### src/rtl/core/mpf_pkg.sv
// ----------------------------------------------------------------------------
// mpf_pkg
// Shared widths, register indexes and header codes of the message packet
// framer.
// ----------------------------------------------------------------------------
package mpf_pkg;

   localparam int BYTE_W          = 8;
   localparam int DEF_PAYLOAD_BYTES = 8;
   localparam int DEF_PACKET_BYTES  = 16;

   // header occupies packet positions 0 .. HEADER_LEN-1
   localparam int HEADER_LEN = 7;

   typedef logic [BYTE_W-1:0] byte_type;

   localparam byte_type FLAG_MORE = 8'h02;
   localparam byte_type FLAG_LAST = 8'h04;

   // configuration register indexes
   localparam int CSR_IDX_W = 3;
   typedef logic [CSR_IDX_W-1:0] csr_idx_type;

   localparam csr_idx_type CSR_START_BYTE  = 3'd0;
   localparam csr_idx_type CSR_SIGNAL_BYTE = 3'd1;
   localparam csr_idx_type CSR_SOURCE_ADDR = 3'd2;
   localparam csr_idx_type CSR_OWN_ADDR    = 3'd3;
   localparam csr_idx_type CSR_ORDER_CODE  = 3'd4;

   // header byte positions
   typedef logic [2:0] hdr_pos_type;

   localparam hdr_pos_type HDR_START  = 3'd0;
   localparam hdr_pos_type HDR_SIGNAL = 3'd1;
   localparam hdr_pos_type HDR_SOURCE = 3'd2;
   localparam hdr_pos_type HDR_OWN    = 3'd3;
   localparam hdr_pos_type HDR_ORDER  = 3'd4;
   localparam hdr_pos_type HDR_FLAGS  = 3'd5;
   localparam hdr_pos_type HDR_ZERO   = 3'd6;

endpackage

### src/rtl/core/mpf_if.sv
// ----------------------------------------------------------------------------
// mpf_req_if / mpf_rsp_if
// Valid/ready channels of the message packet framer: payload bytes in,
// packet bytes out.
// ----------------------------------------------------------------------------
interface mpf_req_if
   import mpf_pkg::*;
();
   logic     valid;
   logic     ready;
   byte_type data_byte;
   logic     message_end;

   modport source (output valid, output data_byte, output message_end, input ready);
   modport sink   (input valid, input data_byte, input message_end, output ready);
endinterface

interface mpf_rsp_if
   import mpf_pkg::*;
();
   logic     valid;
   logic     ready;
   byte_type out_byte;
   logic     packet_end;
   logic     final_packet;

   modport source (output valid, output out_byte, output packet_end,
                   output final_packet, input ready);
   modport sink   (input valid, input out_byte, input packet_end,
                   input final_packet, output ready);
endinterface

### src/rtl/core/mpf_chunk_mem.sv
// ----------------------------------------------------------------------------
// mpf_chunk_mem
// Chunk buffer: one write port, one read port, read data registered.
// ----------------------------------------------------------------------------
module mpf_chunk_mem
   import mpf_pkg::*;
#(
   parameter int DEPTH  = DEF_PAYLOAD_BYTES,
   parameter int ADDR_W = (DEPTH > 1) ? $clog2(DEPTH) : 1
) (
   input  logic              clock,
   input  logic              wr_en,
   input  logic [ADDR_W-1:0] wr_addr,
   input  byte_type          wr_data,
   input  logic [ADDR_W-1:0] rd_addr,
   output byte_type          rd_data
);

   byte_type mem [DEPTH];
   byte_type rd_data_ff;

   always_ff @(posedge clock) begin
      if (wr_en) begin
         mem[wr_addr] <= wr_data;
      end
      rd_data_ff <= mem[rd_addr];
   end

   assign rd_data = rd_data_ff;

endmodule

### src/rtl/core/message_packet_framer.sv
// ----------------------------------------------------------------------------
// message_packet_framer
// Gathers payload bytes into a chunk buffer and frames each full chunk, or
// the tail of a message, into one fixed-size packet with header and parity.
// ----------------------------------------------------------------------------
// Flow: an item that closes a chunk moves the block to its emit state; the
//   packet bytes then pass through the output register, one byte per cycle
//   while the receiver keeps ready high. An item that does not close a chunk
//   leaves the input ready for the next item; one that does holds the input
//   until the whole packet is out, set by the single output byte lane.
// Reset: synchronous, active high; clears fill count, registers and output.
module message_packet_framer
   import mpf_pkg::*;
#(
   parameter int PAYLOAD_BYTES = DEF_PAYLOAD_BYTES,
   parameter int PACKET_BYTES  = DEF_PACKET_BYTES
) (
   input  logic           clock,
   input  logic           reset,
   mpf_req_if.sink        req_ch,
   mpf_rsp_if.source      rsp_ch,
   input  logic           csr_we,
   input  csr_idx_type    csr_index,
   input  byte_type       csr_wdata
);

   localparam int ADDR_W = (PAYLOAD_BYTES > 1) ? $clog2(PAYLOAD_BYTES) : 1;
   localparam int CNT_W  = $clog2(PAYLOAD_BYTES + 1);
   localparam int POS_W  = $clog2(PACKET_BYTES);
   localparam int CMP_W  = ((POS_W > CNT_W) ? POS_W : CNT_W) + 1;

   localparam logic [POS_W-1:0] POS_PARITY = POS_W'(PACKET_BYTES - 1);
   localparam logic [CMP_W-1:0] HDR_LEN_C  = CMP_W'(HEADER_LEN);
   localparam logic [CMP_W-1:0] PAYLOAD_C  = CMP_W'(PAYLOAD_BYTES);
   localparam logic [CNT_W-1:0] FILL_FULL  = CNT_W'(PAYLOAD_BYTES);

   localparam logic ST_IDLE = 1'b0;
   localparam logic ST_EMIT = 1'b1;

   // configuration registers
   byte_type start_ff, signal_ff, source_ff, own_ff, order_ff;

   always_ff @(posedge clock) begin
      if (reset) begin
         start_ff  <= '0;
         signal_ff <= '0;
         source_ff <= '0;
         own_ff    <= '0;
         order_ff  <= '0;
      end else if (csr_we) begin
         case (csr_index)
            CSR_START_BYTE:  start_ff  <= csr_wdata;
            CSR_SIGNAL_BYTE: signal_ff <= csr_wdata;
            CSR_SOURCE_ADDR: source_ff <= csr_wdata;
            CSR_OWN_ADDR:    own_ff    <= csr_wdata;
            CSR_ORDER_CODE:  order_ff  <= csr_wdata;
            default: ;
         endcase
      end
   end

   // control state
   logic             state_ff, state_in;
   logic [CNT_W-1:0] fill_ff, fill_in;
   logic [POS_W-1:0] pos_ff, pos_in;
   logic             final_ff, final_in;
   byte_type         parity_ff, parity_in;

   // output register
   logic     rsp_valid_ff, rsp_valid_in;
   byte_type rsp_byte_ff, rsp_byte_in;
   logic     rsp_end_ff, rsp_end_in;
   logic     rsp_final_ff, rsp_final_in;

   logic              accept;
   logic              closes;
   logic [CNT_W-1:0]  fill_inc;
   logic              advance;
   byte_type          pkt_byte;
   byte_type          rd_data;
   logic [CMP_W-1:0]  pos_cmp, idx_cur, pos_next_cmp, idx_next;
   logic              payload_cur, payload_next;
   logic [ADDR_W-1:0] rd_addr;

   assign req_ch.ready = (state_ff == ST_IDLE);
   assign accept       = req_ch.valid && req_ch.ready;
   assign fill_inc     = fill_ff + CNT_W'(1);
   assign closes       = req_ch.message_end || (fill_inc == FILL_FULL);
   assign advance      = (state_ff == ST_EMIT) && (!rsp_valid_ff || rsp_ch.ready);

   mpf_chunk_mem #(
      .DEPTH  (PAYLOAD_BYTES),
      .ADDR_W (ADDR_W)
   ) u_chunk_mem (
      .clock   (clock),
      .wr_en   (accept),
      .wr_addr (fill_ff[ADDR_W-1:0]),
      .wr_data (req_ch.data_byte),
      .rd_addr (rd_addr),
      .rd_data (rd_data)
   );

   // payload position of the current byte
   assign pos_cmp     = CMP_W'(pos_ff);
   assign idx_cur     = pos_cmp - HDR_LEN_C;
   assign payload_cur = (pos_cmp >= HDR_LEN_C) && (idx_cur < CMP_W'(fill_ff));

   // read ahead, for the position held next cycle
   assign pos_next_cmp = CMP_W'(pos_in);
   assign idx_next     = pos_next_cmp - HDR_LEN_C;
   assign payload_next = (pos_next_cmp >= HDR_LEN_C) && (idx_next < PAYLOAD_C);
   assign rd_addr      = payload_next ? idx_next[ADDR_W-1:0] : '0;

   always_comb begin
      pkt_byte = '0;
      if (pos_cmp < HDR_LEN_C) begin
         case (pos_ff[2:0])
            HDR_START:  pkt_byte = start_ff;
            HDR_SIGNAL: pkt_byte = signal_ff;
            HDR_SOURCE: pkt_byte = source_ff;
            HDR_OWN:    pkt_byte = own_ff;
            HDR_ORDER:  pkt_byte = order_ff;
            HDR_FLAGS:  pkt_byte = final_ff ? FLAG_LAST : FLAG_MORE;
            HDR_ZERO:   pkt_byte = '0;
            default:    pkt_byte = '0;
         endcase
      end else if (payload_cur) begin
         pkt_byte = rd_data;
      end
   end

   always_comb begin
      state_in     = state_ff;
      fill_in      = fill_ff;
      pos_in       = pos_ff;
      final_in     = final_ff;
      parity_in    = parity_ff;
      rsp_valid_in = rsp_valid_ff && !rsp_ch.ready;
      rsp_byte_in  = rsp_byte_ff;
      rsp_end_in   = rsp_end_ff;
      rsp_final_in = rsp_final_ff;

      if (accept) begin
         fill_in = fill_inc;
         if (closes) begin
            state_in  = ST_EMIT;
            final_in  = req_ch.message_end;
            pos_in    = '0;
            parity_in = '0;
         end
      end

      if (advance) begin
         rsp_valid_in = 1'b1;
         rsp_final_in = final_ff;
         if (pos_ff == POS_PARITY) begin
            rsp_byte_in = parity_ff;
            rsp_end_in  = 1'b1;
            state_in    = ST_IDLE;
            fill_in     = '0;
            pos_in      = '0;
         end else begin
            rsp_byte_in = pkt_byte;
            rsp_end_in  = 1'b0;
            parity_in   = parity_ff ^ pkt_byte;
            pos_in      = pos_ff + POS_W'(1);
         end
      end
   end

   always_ff @(posedge clock) begin
      if (reset) begin
         state_ff     <= ST_IDLE;
         fill_ff      <= '0;
         pos_ff       <= '0;
         final_ff     <= 1'b0;
         parity_ff    <= '0;
         rsp_valid_ff <= 1'b0;
      end else begin
         state_ff     <= state_in;
         fill_ff      <= fill_in;
         pos_ff       <= pos_in;
         final_ff     <= final_in;
         parity_ff    <= parity_in;
         rsp_valid_ff <= rsp_valid_in;
      end
   end

   always_ff @(posedge clock) begin
      rsp_byte_ff  <= rsp_byte_in;
      rsp_end_ff   <= rsp_end_in;
      rsp_final_ff <= rsp_final_in;
   end

   assign rsp_ch.valid        = rsp_valid_ff;
   assign rsp_ch.out_byte     = rsp_byte_ff;
   assign rsp_ch.packet_end   = rsp_end_ff;
   assign rsp_ch.final_packet = rsp_final_ff;

   // ------------------------------------------------------------------------
   // checks

   a_fill_room : assert property (@(posedge clock) disable iff (reset)
      (state_ff == ST_IDLE) |-> (fill_ff < FILL_FULL))
      else $error("chunk buffer full while taking items");

   a_close_emits : assert property (@(posedge clock) disable iff (reset)
      (accept && req_ch.message_end) |=> (state_ff == ST_EMIT && final_ff))
      else $error("message end did not start a final packet");

   a_parity_closes : assert property (@(posedge clock) disable iff (reset)
      (rsp_valid_ff && rsp_end_ff) |-> (state_ff == ST_IDLE || pos_ff < POS_PARITY))
      else $error("packet end shown while a packet is half emitted");

   a_pos_range : assert property (@(posedge clock) disable iff (reset)
      (state_ff == ST_IDLE) |-> (pos_ff == '0))
      else $error("byte position not cleared between packets");

endmodule

### src/flat_wrapper.sv
// flat-port wrapper written by rule: the top's interface ports become plain ports
module message_packet_framer_flat import mpf_pkg::*;
#(
   parameter int PAYLOAD_BYTES = DEF_PAYLOAD_BYTES,
   parameter int PACKET_BYTES  = DEF_PACKET_BYTES
)
  (clock, reset, csr_we, csr_index, csr_wdata, req_ch_valid, req_ch_data_byte, req_ch_message_end, req_ch_ready, rsp_ch_valid, rsp_ch_out_byte, rsp_ch_packet_end, rsp_ch_final_packet, rsp_ch_ready);
  mpf_req_if req_ch_i ();
  mpf_rsp_if rsp_ch_i ();
  input  logic clock;
  input  logic reset;
  input  logic csr_we;
  input  csr_idx_type csr_index;
  input  byte_type csr_wdata;
  input wire logic [$bits(req_ch_i.valid)-1:0] req_ch_valid;
  input wire logic [$bits(req_ch_i.data_byte)-1:0] req_ch_data_byte;
  input wire logic [$bits(req_ch_i.message_end)-1:0] req_ch_message_end;
  output wire logic [$bits(req_ch_i.ready)-1:0] req_ch_ready;
  output wire logic [$bits(rsp_ch_i.valid)-1:0] rsp_ch_valid;
  output wire logic [$bits(rsp_ch_i.out_byte)-1:0] rsp_ch_out_byte;
  output wire logic [$bits(rsp_ch_i.packet_end)-1:0] rsp_ch_packet_end;
  output wire logic [$bits(rsp_ch_i.final_packet)-1:0] rsp_ch_final_packet;
  input wire logic [$bits(rsp_ch_i.ready)-1:0] rsp_ch_ready;
  assign req_ch_i.valid = req_ch_valid;
  assign req_ch_i.data_byte = req_ch_data_byte;
  assign req_ch_i.message_end = req_ch_message_end;
  assign req_ch_ready = req_ch_i.ready;
  assign rsp_ch_valid = rsp_ch_i.valid;
  assign rsp_ch_out_byte = rsp_ch_i.out_byte;
  assign rsp_ch_packet_end = rsp_ch_i.packet_end;
  assign rsp_ch_final_packet = rsp_ch_i.final_packet;
  assign rsp_ch_i.ready = rsp_ch_ready;
  message_packet_framer #(.PAYLOAD_BYTES(PAYLOAD_BYTES), .PACKET_BYTES(PACKET_BYTES)) u_core (.clock(clock), .reset(reset), .req_ch(req_ch_i), .rsp_ch(rsp_ch_i), .csr_we(csr_we), .csr_index(csr_index), .csr_wdata(csr_wdata));
endmodule
### config.mk
export PLATFORM = sky130hd
export DESIGN_NAME = message_packet_framer_flat
export DESIGN_NICKNAME = d
export VERILOG_FILES = /design/src/rtl/core/mpf_pkg.sv /design/src/rtl/core/mpf_if.sv /design/src/rtl/core/mpf_chunk_mem.sv /design/src/rtl/core/message_packet_framer.sv /design/src/flat_wrapper.sv
export SDC_FILE = /design/constraint.sdc
export NUM_CORES = 1
export LEC_CHECK = 0
export BUFFER_PORTS_ARGS = -buffer_cell sky130_fd_sc_hd__buf_4
export CORE_MARGIN = 1.5
export CORE_UTILIZATION = 36
export DETAILED_ROUTE_END_ITERATION = 12
export PLACE_DENSITY_LB_ADDON = 0.05
export SLEW_MARGIN = 5
export SYNTH_ARGS = -nofsm -noshare
export SYNTH_HDL_FRONTEND = slang
export SYNTH_HIERARCHICAL = 1
export SYNTH_SLANG_ARGS = --single-unit
export TNS_END_PERCENT = 20
### constraint.sdc
create_clock -name clock -period 3.79 [get_ports clock]
set_clock_uncertainty 0.1 [all_clocks]
set_input_delay 0.9475 -clock clock [delete_from_list [all_inputs] [get_ports clock]]
set_output_delay 0.9475 -clock clock [all_outputs]
set_load 0.1 [all_outputs]
Yosys cells after proc, flatten, opt, wreduce, memory -nomap -nowiden --
Memories as Yosys holds them, arrays and structs flattened. A register that Yosys moved wholly into a read port is not among the register bits. Index checks and enable logic that the tools add are counted.
Word-level totals: register bits 69, bits in writable memories 64, input bits 25, output and inout bits 12, word-level logic and storage cells 79, memories 1
Memories:
- u_core.u_chunk_mem.mem | depth 8, width 8, rd ports 1, clocked after Yosys merged registers in 1, write ports 1, RTL line mpf_chunk_mem.sv:19 | byte_type mem [DEPTH];
Cells by class: add/subtract/negate cells 4, $lt $le $gt $ge 5, equality and inequality tests 11, multiplexer cells 25, bitwise gates (word level) 2, reduce and logical (&&, ||, !) cells 17
Operators with widths (number):
- $mux W8 | 7
- $pmux W8 S6 | 1
- $mux W4 | 7
- $eq A3 B2 Y1 const B | 4
- $reduce_and A2 Y1 | 6
- $sub A4 B3 Y5 const B | 2
- $eq A3 B3 Y1 const B | 3
- $add A4 B1 Y4 const B | 2
- $eq A4 B4 Y1 const B | 2
- $ge A4 B3 Y1 const B | 2
- $mux W1 | 8
- $xor A8 B8 Y8 | 1
- $eq A3 B1 Y1 const B | 2
- $logic_not A3 Y1 | 2
- $mux W3 | 2
- $logic_and A1 B1 Y1 | 5
- $lt A5 B4 Y1 | 1
- $lt A5 B4 Y1 const B | 1
- $lt A4 B3 Y1 const B | 1
- $logic_not A1 Y1 | 2
- $logic_or A1 B1 Y1 | 2
- $not A1 Y1 | 1

Depth between registers and ports, before layout --
Gate-level depths: netlist of run 1.
word-level depth 10, depth in mapped cells 14, mapped depth without buffers 12

Cells and area by module --
Netlist of run 1, hierarchy kept.
Modules (own cells, without submodules):
- message_packet_framer | times used 1, cells an instance 416, area an instance 3500.9 µm²
- mpf_chunk_mem | times used 1, cells an instance 114, area an instance 2691.3 µm²

Worst setup path before layout of run 1 --
OpenSTA, ideal clock, no wires.
path kind register to register, start register u_core.rsp_valid_ff (netlist: u_core/rsp_ch.valid), end register u_core.u_chunk_mem.rd_data_ff[0] (netlist: u_core/u_chunk_mem/rd_data[0]) (read register of u_core.u_chunk_mem.mem), setup time 0.121 ns, data arrival time 3.283 ns, data required time 3.569 ns, path slack 0.287 ns, stages on the path, launching flop included 13, path buffers 2, path through dfxtp_1 nor2b_1 nor3_1 a311oi_2 inv_1 ha_1 inv_1 o211ai_1 a21oi_1 clkbuf_1 buf_2 mux4_2 mux2_2
On the way: cells in the longest elaborated chain, start to end 8, elaborated cells on any way between the ends 9, those cells by class add/sub: 1; order compare: 2; mux: 2; reduce/logical: 4
Ends and longest elaborated chain:
- start, declared | RTL line message_packet_framer.sv:70 | logic rsp_valid_ff, rsp_valid_in;
- start signal, assigned | RTL line message_packet_framer.sv:185 | rsp_valid_ff <= rsp_valid_in;
- $logic_not A1 Y1 * | RTL line message_packet_framer.sv:89 | assign advance = (state_ff == ST_EMIT) && (!rsp_valid_ff || rsp_ch.ready);
- $logic_or A1 B1 Y1 * | RTL line message_packet_framer.sv:89
- $logic_and A1 B1 Y1 * | RTL line message_packet_framer.sv:89
- $mux W4 * | RTL line message_packet_framer.sv:153 | if (advance) begin
- net u_core.pos_in[1] | RTL line message_packet_framer.sv:65 | logic [POS_W-1:0] pos_ff, pos_in;
- $sub A4 B3 Y5 | RTL line message_packet_framer.sv:110 | assign idx_next = pos_next_cmp - HDR_LEN_C;
- $lt A5 B4 Y1 | RTL line message_packet_framer.sv:111 | assign payload_next = (pos_next_cmp >= HDR_LEN_C) && (idx_next < PAYLOAD_C);
- $logic_and A1 B1 Y1 | RTL line message_packet_framer.sv:111
- $mux W3 * | RTL line message_packet_framer.sv:112 | assign rd_addr = payload_next ? idx_next[ADDR_W-1:0] : '0;
- net u_core.rd_addr[2] | RTL line message_packet_framer.sv:83 | logic [ADDR_W-1:0] rd_addr;
- end, declared | RTL line mpf_chunk_mem.sv:20 | byte_type rd_data_ff;
The timed path passes the listed nets; every way through them passes the cells marked *. A chain may end at the register's enable or synchronous reset.

Worst setup path after layout of run 1 --
start register u_core.pos_ff[0], end register u_core.u_chunk_mem.rd_data_ff[0] (netlist: u_core/u_chunk_mem/rd_data[0]) (read register of u_core.u_chunk_mem.mem)
On the way: cells in the longest elaborated chain, start to end 7, elaborated cells on any way between the ends 11, those cells by class add/sub: 2; order compare: 2; eq/ne: 1; mux: 5; reduce/logical: 1
Ends and longest elaborated chain:
- start, declared | RTL line message_packet_framer.sv:65
- start signal, assigned | RTL line message_packet_framer.sv:182 | pos_ff <= pos_in;
- $add A4 B1 Y4 / $eq A4 B4 Y1 (equally long branches) | RTL line message_packet_framer.sv:166, message_packet_framer.sv:156
- $mux W4 * | RTL line message_packet_framer.sv:156 | if (pos_ff == POS_PARITY) begin
- $mux W4 * | RTL line message_packet_framer.sv:153
- net u_core.pos_in[1] | RTL line message_packet_framer.sv:65
- $sub A4 B3 Y5 | RTL line message_packet_framer.sv:110
- $lt A5 B4 Y1 | RTL line message_packet_framer.sv:111
- $logic_and A1 B1 Y1 | RTL line message_packet_framer.sv:111
- $mux W3 * | RTL line message_packet_framer.sv:112
- net u_core.rd_addr[2] | RTL line message_packet_framer.sv:83
Marks and branches as above.

==> results of run 1 <==
==> cells in the mapped netlist (9+ instances only) <==
cell,instances,area [µm²]
edfxtp_1,74,2222
dfxtp_1,67,1341
nor3_1,12,60.06
ha_1,10,125.1
nor2_1,41,153.9
mux2i_1,10,100.1
clkbuf_1,15,56.30
inv_1,18,67.56
o21ai_0,22,110.1
a21oi_1,48,240.2
mux2_2,9,101.4
mux4_1,15,394.1
nand2_1,78,292.8
==> metal layers <==
| layer | vias to the layer above | track usage, % | wire length (µm) |
|---|---|---|---|
| met5 | - | 0 | 0 |
| met4 | 0 | 4.779 | 150 |
| met1 | 2028 | 23.05 | 6860 |
| met2 | 81 | 28.84 | 7165 |
| li1 | 2065 | - | - |
| met3 | 13 | 4.535 | 590 |
==> power breakdown <==
| group | switching (mW) | total (mW) | internal (mW) | leakage, nW |
|---|---|---|---|---|
| Sequential | 0.0370 | 1.71 | 1.67 | 1.22 |
| Combinational | 0.179 | 0.276 | 0.0973 | 1.05 |
| Clock | 0.669 | 1.71 | 1.05 | 0.296 |
| Total | 0.885 | 3.70 | 2.82 | 2.57 |
==> worst reg2reg max path: stages, from the launching register on <==
cell,delay [ns]
dfxtp_1,0.50
ha_1,0.33
nand3_2,0.25
inv_2,0.20
nor3_1,0.08
a311oi_2,0.34
inv_1,0.08
ha_1,0.22
inv_1,0.06
o211ai_1,0.08
a21oi_1,0.15
buf_4,0.25
mux4_1,0.33
mux2_2,0.27
==> logic make-up (layout without fill, tap and decap cells) <==
group	Yosys count	in the layout	synth area share [%]
buffers and inverters	48	102	3.879
AO/OA/AOI/OAI	130	130	14.39
multiplexers	36	36	10.16
XOR/XNOR	4	4	0.5657
adder cells (fa/ha/maj)	10	10	2.021
AND/OR/NAND/NOR	161	161	11.44
flip-flops	141	141	57.55
==> through the flow <==
step	std cells	worst slack, ns	utilization, %
after floorplan	530	0.2865	-
after detailed placement	772	0.2784	39.98
after global placement	772	0.3748	39.98
after CTS	804	0.4078	43.65
final	804	0.4184	43.65
after global routing	804	0.1388	43.65
==> sequential cells by signal (all words and copies together), names as in the netlist <==
name / flops
u_core/fill_ff: 4
u_core/u_chunk_mem/rd_data: 8
u_core/parity_ff: 8
u_core/signal_ff: 8
u_core/own_ff: 8
u_core/state_ff: 1
u_core/rsp_ch.packet_end: 1
u_core/u_chunk_mem/mem: 64
u_core/rsp_ch.final_packet: 1
u_core/source_ff: 8
u_core/pos_ff: 4
u_core/start_ff: 8
u_core/rsp_ch.out_byte: 8
u_core/order_ff: 8
u_core/final_ff: 1
u_core/rsp_ch.valid: 1
==> cell type report <==
class / instances / area, µm²
Fill cell: 1602 / 9410
Sequential cell: 141 / 3563
Multi-Input combinational cell: 341 / 2389
Clock buffer: 17 / 425.4
Timing Repair Buffer: 50 / 375.4
Tap cell: 220 / 275.3
Clock inverter: 15 / 187.7
Inverter: 20 / 75.07
==> path summary, 6_finish.rpt <==
check / startpoint / endpoint
setup / recovery: u_core/pos_ff[0]$_SDFF_PP0_ / u_core/u_chunk_mem/rd_data[0]$_DFF_P_
setup reg to reg: u_core/pos_ff[0]$_SDFF_PP0_ / u_core/u_chunk_mem/rd_data[0]$_DFF_P_
hold reg to reg: u_core/own_ff[5]$_SDFFE_PP0P_ / u_core/own_ff[5]$_SDFFE_PP0P_
hold / removal: u_core/own_ff[5]$_SDFFE_PP0P_ / u_core/own_ff[5]$_SDFFE_PP0P_
==> metrics.txt, run 1 <==
TNS Setup=0 ns; startpoint types=flip-flop; Port Buf Inserts=36; Max IR drop VDD=0.3421 mV; post-synthesis sequential area ratio=roughly 58%; Pleak=2.569 nW; outcome=finished clean; # Post-CTS Setup Buffers=0; power density cells=507.6 mW/mm²; synthesis-stage register bit count=141; largest net degree at the start of global routing=between 50 and 60; Die Height=134.2 µm; Worst Path Max Fanout=16; CP Class=reg2reg; TritonRoute pass-1 iters=6; Final Max Tran Viols=0; Via density=5.208; Core Area=0.01670 mm²; Worst-Margin Slew=0.9518 ns; CP endpoint kind=flip-flop; WHS Path Cells=2; # DRC=0; cts hold-fix bufs=0; Antenna Cells=0; Top delay family on crit path=buffers and inverters; CP cell instances=ha_1, nand3_2, inv_2, nor3_1, a311oi_2, inv_1, ha_1, inv_1, o211ai_1, a21oi_1, buf_4, mux4_1, mux2_2; Crit. path cell count=13; DR vias=around 4200; Reg2Reg Depth=13; max-cap violations=0; Root Buffer=clkbuf_16; CP max stage delay=0.50 ns; gr ovfl total=0; post_cts resized=0; Slew headroom=36.31%; Clock Sinks=about 140; post-route ant nets=0; RSZ-0062 raised after global routing=no; Final period util=88.96%; GPL Wtd Cong=0.8042; Design Area, Final=0.007291 mm²; ys async rst share=0%; clock buffer depth=2; Final setup viols=0; WHS=0.3547 ns; CP arrival=3.58 ns; fmax=296.6 MHz; EDFF count, synth=74; # IOs=37; r2r setup slk=0.42 ns; average size of a mapped cell=11.68 µm²; Synth Instances=530; Layout Nets=a little over 600; final wirelength=14770 µm; CTS tree=yes; Distinct cells, synth=58; CTS clk-pin slew, worst paths=0.06 ns; Req. time, crit path=approximately 4 ns; cell row count=47; first-pass GRT wire length=between 20000 and 25000 µm; commonest cells after routing, fill and taps aside=78 x nand2_1, 74 x edfxtp_1, 67 x dfxtp_1; Synth Cell Area=0.006192 mm²; final worst path period need=around 3.4 ns; WL/cell=18.37 µm; placed inst area=0.006678 mm²; die area=0.01800 mm²; Synth Flop Type=edfxtp_1; H-tree depth=4; TritonCTS Buffers=17; worst-skew pair later-pin latency=between 0.4 and 0.5 ns; vias in the first global route=approximately 4200; Hold Fails Final Rpt=0; share of post-route cells with drive strength above 1=18.15%; Die W=134.2 µm; Final Power=3.701 mW; Iteration-0 DRC Markers=between 200 and 300; DP HPWL=10070 µm; Synthesized Nets=565; initial antenna violation count=0; Total GRT Usage=17.54%; Hold Crit Class=reg2reg; starting density of the core=37.08%; crit path max-delay cell type=dfxtp_1; commonest non-fill, non-tap cell in the layout=nand2_1; Area Overhead vs Synth=17.74%; buffers plus inverters on the worst setup path=4; Synth Warn #=6
Note: power is estimated with default switching activity, not from simulation.
==> run 2: changes to the inputs <==
--- a/config.mk
+++ b/config.mk
@@ -5,12 +5,11 @@
 export SDC_FILE = /design/constraint.sdc
 export NUM_CORES = 1
 export LEC_CHECK = 0
-export BUFFER_PORTS_ARGS = -buffer_cell sky130_fd_sc_hd__buf_4
+export BUFFER_PORTS_ARGS = -buffer_cell sky130_fd_sc_hd__buf_2
 export CORE_MARGIN = 1.5
 export CORE_UTILIZATION = 36
 export DETAILED_ROUTE_END_ITERATION = 12
 export PLACE_DENSITY_LB_ADDON = 0.05
-export SLEW_MARGIN = 5
 export SYNTH_ARGS = -nofsm -noshare
 export SYNTH_HDL_FRONTEND = slang
 export SYNTH_HIERARCHICAL = 1
==> run 2 against run 1 <==
Sequential share of layout area up 0.65 points. Total power shrank 2.9%. Clock power shrank 5%. Critical path depth is the same. Largest power group unchanged. Maximum frequency grew 3.2%. Count of clock-buffer cells in the layout up 1. Routed wire length is 0.58% higher. Hold slack is essentially flat.
==> metrics.txt, run 2 (same netlist as run 1, synthesis figures left out) <==
TritonRoute pass-1 iters=5 (-1); Final period util=86.20% (-2.8 points); power density cells=499.6 mW/mm² (-1.6%); CP endpoint kind=flip-flop; DP HPWL=10220 µm (+1.5%); Design Area, Final=0.007194 mm² (-1.3%); CP Class=reg2reg; worst-skew pair later-pin latency=0.41 ns (about the same); Pleak=2.546 nW (-0.93%); Area Overhead vs Synth=16.19%; Hold Crit Class=reg2reg; RSZ-0062 raised after global routing=no; Finished Layout Cells=807 (+0.37%); Slew headroom=38.72% (+2.4 points); crit path max-delay cell type=dfxtp_1; largest net degree at the start of global routing=35 (-40%); Final Max Tran Viols=0 (unchanged); fmax=306.1 MHz (+3.2%); Worst-Margin Slew=0.9158 ns (-0.03601 ns); TNS Setup=0 ns (unchanged); Iteration-0 DRC Markers=349 (+32%); TritonCTS Buffers=17 (unchanged); # IOs=37 (unchanged); Worst Path Max Fanout=16 (unchanged); Final Power=3.595 mW (-2.9%); share of post-route cells with drive strength above 1=18.23% (+0.078 points); Final setup viols=0 (unchanged); H-tree depth=4 (unchanged); Die Height=134.2 µm (unchanged); CP arrival=3.47 ns (-0.11 ns); max reg flops=64 (unchanged); commonest cells after routing, fill and taps aside=78 x nand2_1, 74 x edfxtp_1, 67 x dfxtp_1; Core Area=0.01670 mm² (unchanged); commonest non-fill, non-tap cell in the layout=nand2_1; placed inst area=0.006623 mm² (-0.82%); cell row count=47 (unchanged); Via density=5.218 (+0.20%); Clock Sinks=141 (unchanged); gr ovfl total=0 (unchanged); die area=0.01800 mm² (unchanged); Layout Nets=609 (+0.50%); final wirelength=14850 µm (+0.58%); DR vias=4211 (+0.57%); Total GRT Usage=17.45% (-0.085 points); clock buffer depth=2 (unchanged); post_cts resized=0 (unchanged); vias in the first global route=4119 (-1.7%); Max IR drop VDD=0.4138 mV (+21%); Root Buffer=clkbuf_16; outcome=finished clean; max-cap violations=0 (unchanged); GPL Wtd Cong=0.7963 (-0.98%); Largest Register=u_core/u_chunk_mem/mem; first-pass GRT wire length=23340 µm (-0.77%); Port Buf Inserts=36 (unchanged); CTS clk-pin slew, worst paths=0.06 ns (about the same); Req. time, crit path=3.99 ns (about the same); CP cell instances=ha_1, nand3_2, inv_2, nor4_1, a31oi_2, inv_1, ha_1, inv_1, o211ai_1, a21oi_1, buf_4, mux4_1, mux2_2; Antenna Cells=0 (unchanged); CTS tree=yes; CP max stage delay=0.45 ns (-0.05 ns); cts hold-fix bufs=0 (unchanged); final worst path period need=3.267 ns (-0.1047 ns); # DRC=0 (unchanged); startpoint types=flip-flop; # Post-CTS Setup Buffers=0 (unchanged); WL/cell=18.40 µm (+0.20%); post-route ant nets=0 (unchanged); starting density of the core=37.08% (unchanged); Die W=134.2 µm (unchanged); dpl cells=775 (+0.39%); Hold Fails Final Rpt=0 (unchanged); initial antenna violation count=0 (unchanged)
[run 2: cell types whose count changed in the layout (fill, tap and decap cells not counted), sizes merged]
cell	change
bufinv	-1
clkinvlp	-1
buf	+3
clkinv	+1
clkbuf	+1
[run 2: per-stage QoR]
| stage | hold slack [ns] | utilization (%) | setup WS, ns |
|---|---|---|---|
| floorplan | 0.3322 | - | 0.2865 |
| global placement | 0.3410 | 39.65 | 0.3566 |
| detailed placement | 0.3484 | 39.65 | 0.3061 |
| CTS | 0.3563 | 43.08 | 0.5190 |
| global route | 0.3660 | 43.08 | 0.2760 |
| finish | 0.3551 | 43.08 | 0.5231 |
[run 2: cell type report]
type	instances	area [µm²]
Tap cell	220	275.3
Clock inverter	14	142.6
Clock buffer	18	429.2
Fill cell	1579	9507
Timing Repair Buffer	53	320.3
Multi-Input combinational cell	341	2389
Sequential cell	141	3563
Inverter	20	75.07
[run 2: path summary, 6_finish.rpt]
| path | startpoint | to | slack (ns) | cells after the start |
|---|---|---|---|---|
| max reg2reg | u_core/pos_ff[1]$_SDFF_PP0_ | u_core/u_chunk_mem/rd_data[1]$_DFF_P_ | 0.52 | 13 |
| min reg2reg | u_core/own_ff[2]$_SDFFE_PP0P_ | u_core/own_ff[2]$_SDFFE_PP0P_ | 0.36 | 2 |
| min | u_core/own_ff[2]$_SDFFE_PP0P_ | u_core/own_ff[2]$_SDFFE_PP0P_ | 0.36 | 2 |
| max | u_core/pos_ff[1]$_SDFF_PP0_ | u_core/u_chunk_mem/rd_data[1]$_DFF_P_ | 0.52 | 13 |
[run 2: metal layers]
layer	track usage, %	vias to the layer above	share of wire (%)
met5	0	-	0
met4	5.197	0	1.2
met3	4.611	11	3.9
met2	27.49	78	47
met1	23.73	2057	48
li1	-	2065	-
[run 2: power by group]
part	leakage, nW	switching [mW]	internal [mW]
combinational	1.04	0.181	0.0887
sequential	1.22	0.0333	1.67
clock	0.284	0.648	0.971
[run 2: critical path: cells and delay by family, from the launching register on]
family	cells	cell delay (ns)
buffers and inverters	4	0.62
adders and majority gates	2	0.56
and+or+nand+nor	2	0.32
DFF	1	0.45
AOI/OAI and AO/OA	3	0.51
muxes	2	0.60
==> run 3: changes to the inputs <==
==> constraint.sdc (replaced) <==
create_clock -name clock -period 3.4 [get_ports clock]
set_clock_uncertainty 0.1 [all_clocks]
set_input_delay 0.85 -clock clock [delete_from_list [all_inputs] [get_ports clock]]
set_output_delay 0.85 -clock clock [all_outputs]
set_load 0.1 [all_outputs]
==> run 3 against run 2 <==
Highest routed layer unchanged. Via count rose by 0.26%. Final cell count rose by 0.37%. Clock power grew 7%. Sequential power grew 11%. Total power up 9.6%. Die area did not move. Hold slack better by 0.0014 ns.
==> metrics.txt, run 3 (same netlist as run 1, synthesis figures left out) <==
largest net degree at the start of global routing=48 (+37%); starting density of the core=37.08% (unchanged); post-route ant nets=0 (unchanged); commonest non-fill, non-tap cell in the layout=nand2_1; # IOs=37 (unchanged); CP dominant cell by count=inv_1; WHS=0.3565 ns (+0.001409 ns); Largest Register=u_core/u_chunk_mem/mem; Via density=5.212 (-0.11%); CP Class=reg2reg; Worst Path Max Fanout=16 (unchanged); Core Area=0.01670 mm² (unchanged); DR vias=4222 (+0.26%); CP arrival=3.23 ns (-0.24 ns); Final Max Tran Viols=0 (unchanged); commonest cells after routing, fill and taps aside=78 x nand2_1, 74 x edfxtp_1, 66 x dfxtp_1; Top delay family on crit path=multiplexers; CP cell instances=inv_1, ha_1, nand2_1, nor3_1, a311oi_2, inv_1, ha_1, inv_1, o211ai_1, a21oi_1, buf_4, mux4_1, mux2_2; Clock Sinks=141 (unchanged); CP endpoint kind=flip-flop; CTS tree=yes; Slew headroom=36.04% (-2.7 points); Iteration-0 DRC Markers=305 (-13%); first-pass GRT wire length=23140 µm (-0.86%); Finished Layout Cells=810 (+0.37%); Antenna Cells=0 (unchanged); Hold Crit Class=reg2reg; Port Buf Inserts=36 (unchanged); power density cells=547.0 mW/mm² (+9.5%); max-cap violations=0 (unchanged); fmax=330.7 MHz (+8.0%); TritonCTS Buffers=17 (unchanged); H-tree depth=4 (unchanged); share of post-route cells with drive strength above 1=18.81% (+0.59 points); gr ovfl total=0 (unchanged); Worst-Margin Slew=0.9559 ns (+0.04017 ns); CTS clk-pin slew, worst paths=0.06 ns (about the same); TNS Setup=0 ns (unchanged); Die W=134.2 µm (unchanged); Req. time, crit path=3.60 ns (-0.39 ns); WL/cell=18.00 µm (-2.2%); Die Height=134.2 µm (unchanged); startpoint types=flip-flop; max reg flops=64 (unchanged); clock buffer depth=2 (unchanged); cts hold-fix bufs=0 (unchanged); # DRC=0 (unchanged); CP max stage delay=0.49 ns (+0.04 ns); vias in the first global route=4177 (+1.4%); post-layout util=43.15% (+0.067 points); DP HPWL=10200 µm (-0.20%); dpl cells=778 (+0.39%); final worst path period need=3.024 ns (-0.2428 ns); Root Buffer=clkbuf_16; buffers plus inverters on the worst setup path=4 (unchanged); final wirelength=14580 µm (-1.8%); Area Overhead vs Synth=16.37%; die area=0.01800 mm² (unchanged); outcome=finished clean; initial antenna violation count=0 (unchanged); TritonRoute pass-1 iters=5 (unchanged); post_cts resized=0 (unchanged); Total GRT Usage=17.28% (-0.17 points); GPL Wtd Cong=0.8116 (+1.9%); # Post-CTS Setup Buffers=0 (unchanged); Final setup viols=0 (unchanged); cell row count=47 (unchanged); Hold Fails Final Rpt=0 (unchanged); Pleak=2.546 nW (about the same); crit path max-delay cell type=dfxtp_1; Layout Nets=612 (+0.49%); Final period util=88.95% (+2.7 points); Max IR drop VDD=0.3507 mV (-15%); RSZ-0062 raised after global routing=no; worst-skew pair later-pin latency=0.42 ns (about the same)
-- run 3: worst paths after layout --
check	to	from	cells after the start	slack, ns
setup / recovery	u_core/u_chunk_mem/rd_data[1]$_DFF_P_	u_core/pos_ff[0]$_SDFF_PP0_	13	0.38
hold / removal	u_core/own_ff[1]$_SDFFE_PP0P_	u_core/own_ff[1]$_SDFFE_PP0P_	2	0.36
setup reg to reg	u_core/u_chunk_mem/rd_data[1]$_DFF_P_	u_core/pos_ff[0]$_SDFF_PP0_	13	0.38
hold reg to reg	u_core/own_ff[1]$_SDFFE_PP0P_	u_core/own_ff[1]$_SDFFE_PP0P_	2	0.36
-- run 3: layer usage --
metal | routed length [µm] | vias to the layer above | GRT usage, %
li1 | - | 2074 | -
met1 | 6776 | 2059 | 22.62
met2 | 6973 | 71 | 27.84
met3 | 528 | 18 | 4.308
met4 | 299 | 0 | 6.392
met5 | 0 | - | 0
-- run 3: through the flow --
step	setup WS, ns	total power, mW	area [µm²]
global placement	0.09356	2.236	6646
floorplan	0.1126	2.140	6193
finish	0.3758	3.941	7206
global route	0.08123	4.111	7206
CTS	0.3203	3.990	7206
detailed placement	-0.01723	2.241	6646
-- run 3: final cells by class --
| class | count | area, µm² |
|---|---|---|
| clock buffer | 19 | 442.9 |
| clock inverter | 13 | 116.4 |
| fill | 1621 | 9495 |
| inverter | 20 | 75.07 |
| multi-input combinational | 341 | 2389 |
| sequential | 141 | 3565 |
| tap | 220 | 275.3 |
| timing repair buffer | 56 | 342.8 |
-- run 3: power breakdown --
part	switching (mW)	leakage [nW]	internal, mW
Sequential	0.0388	1.22	1.87
Clock	0.712	0.272	1.03
Combinational	0.199	1.05	0.0991
Total	0.950	2.55	2.99
-- run 3: tightest hold or removal path, stage by stage (launching register included) --
cell and delay [ns]:
dfxtp_1 0.31, nand2_1 0.05, a21oi_1 0.05
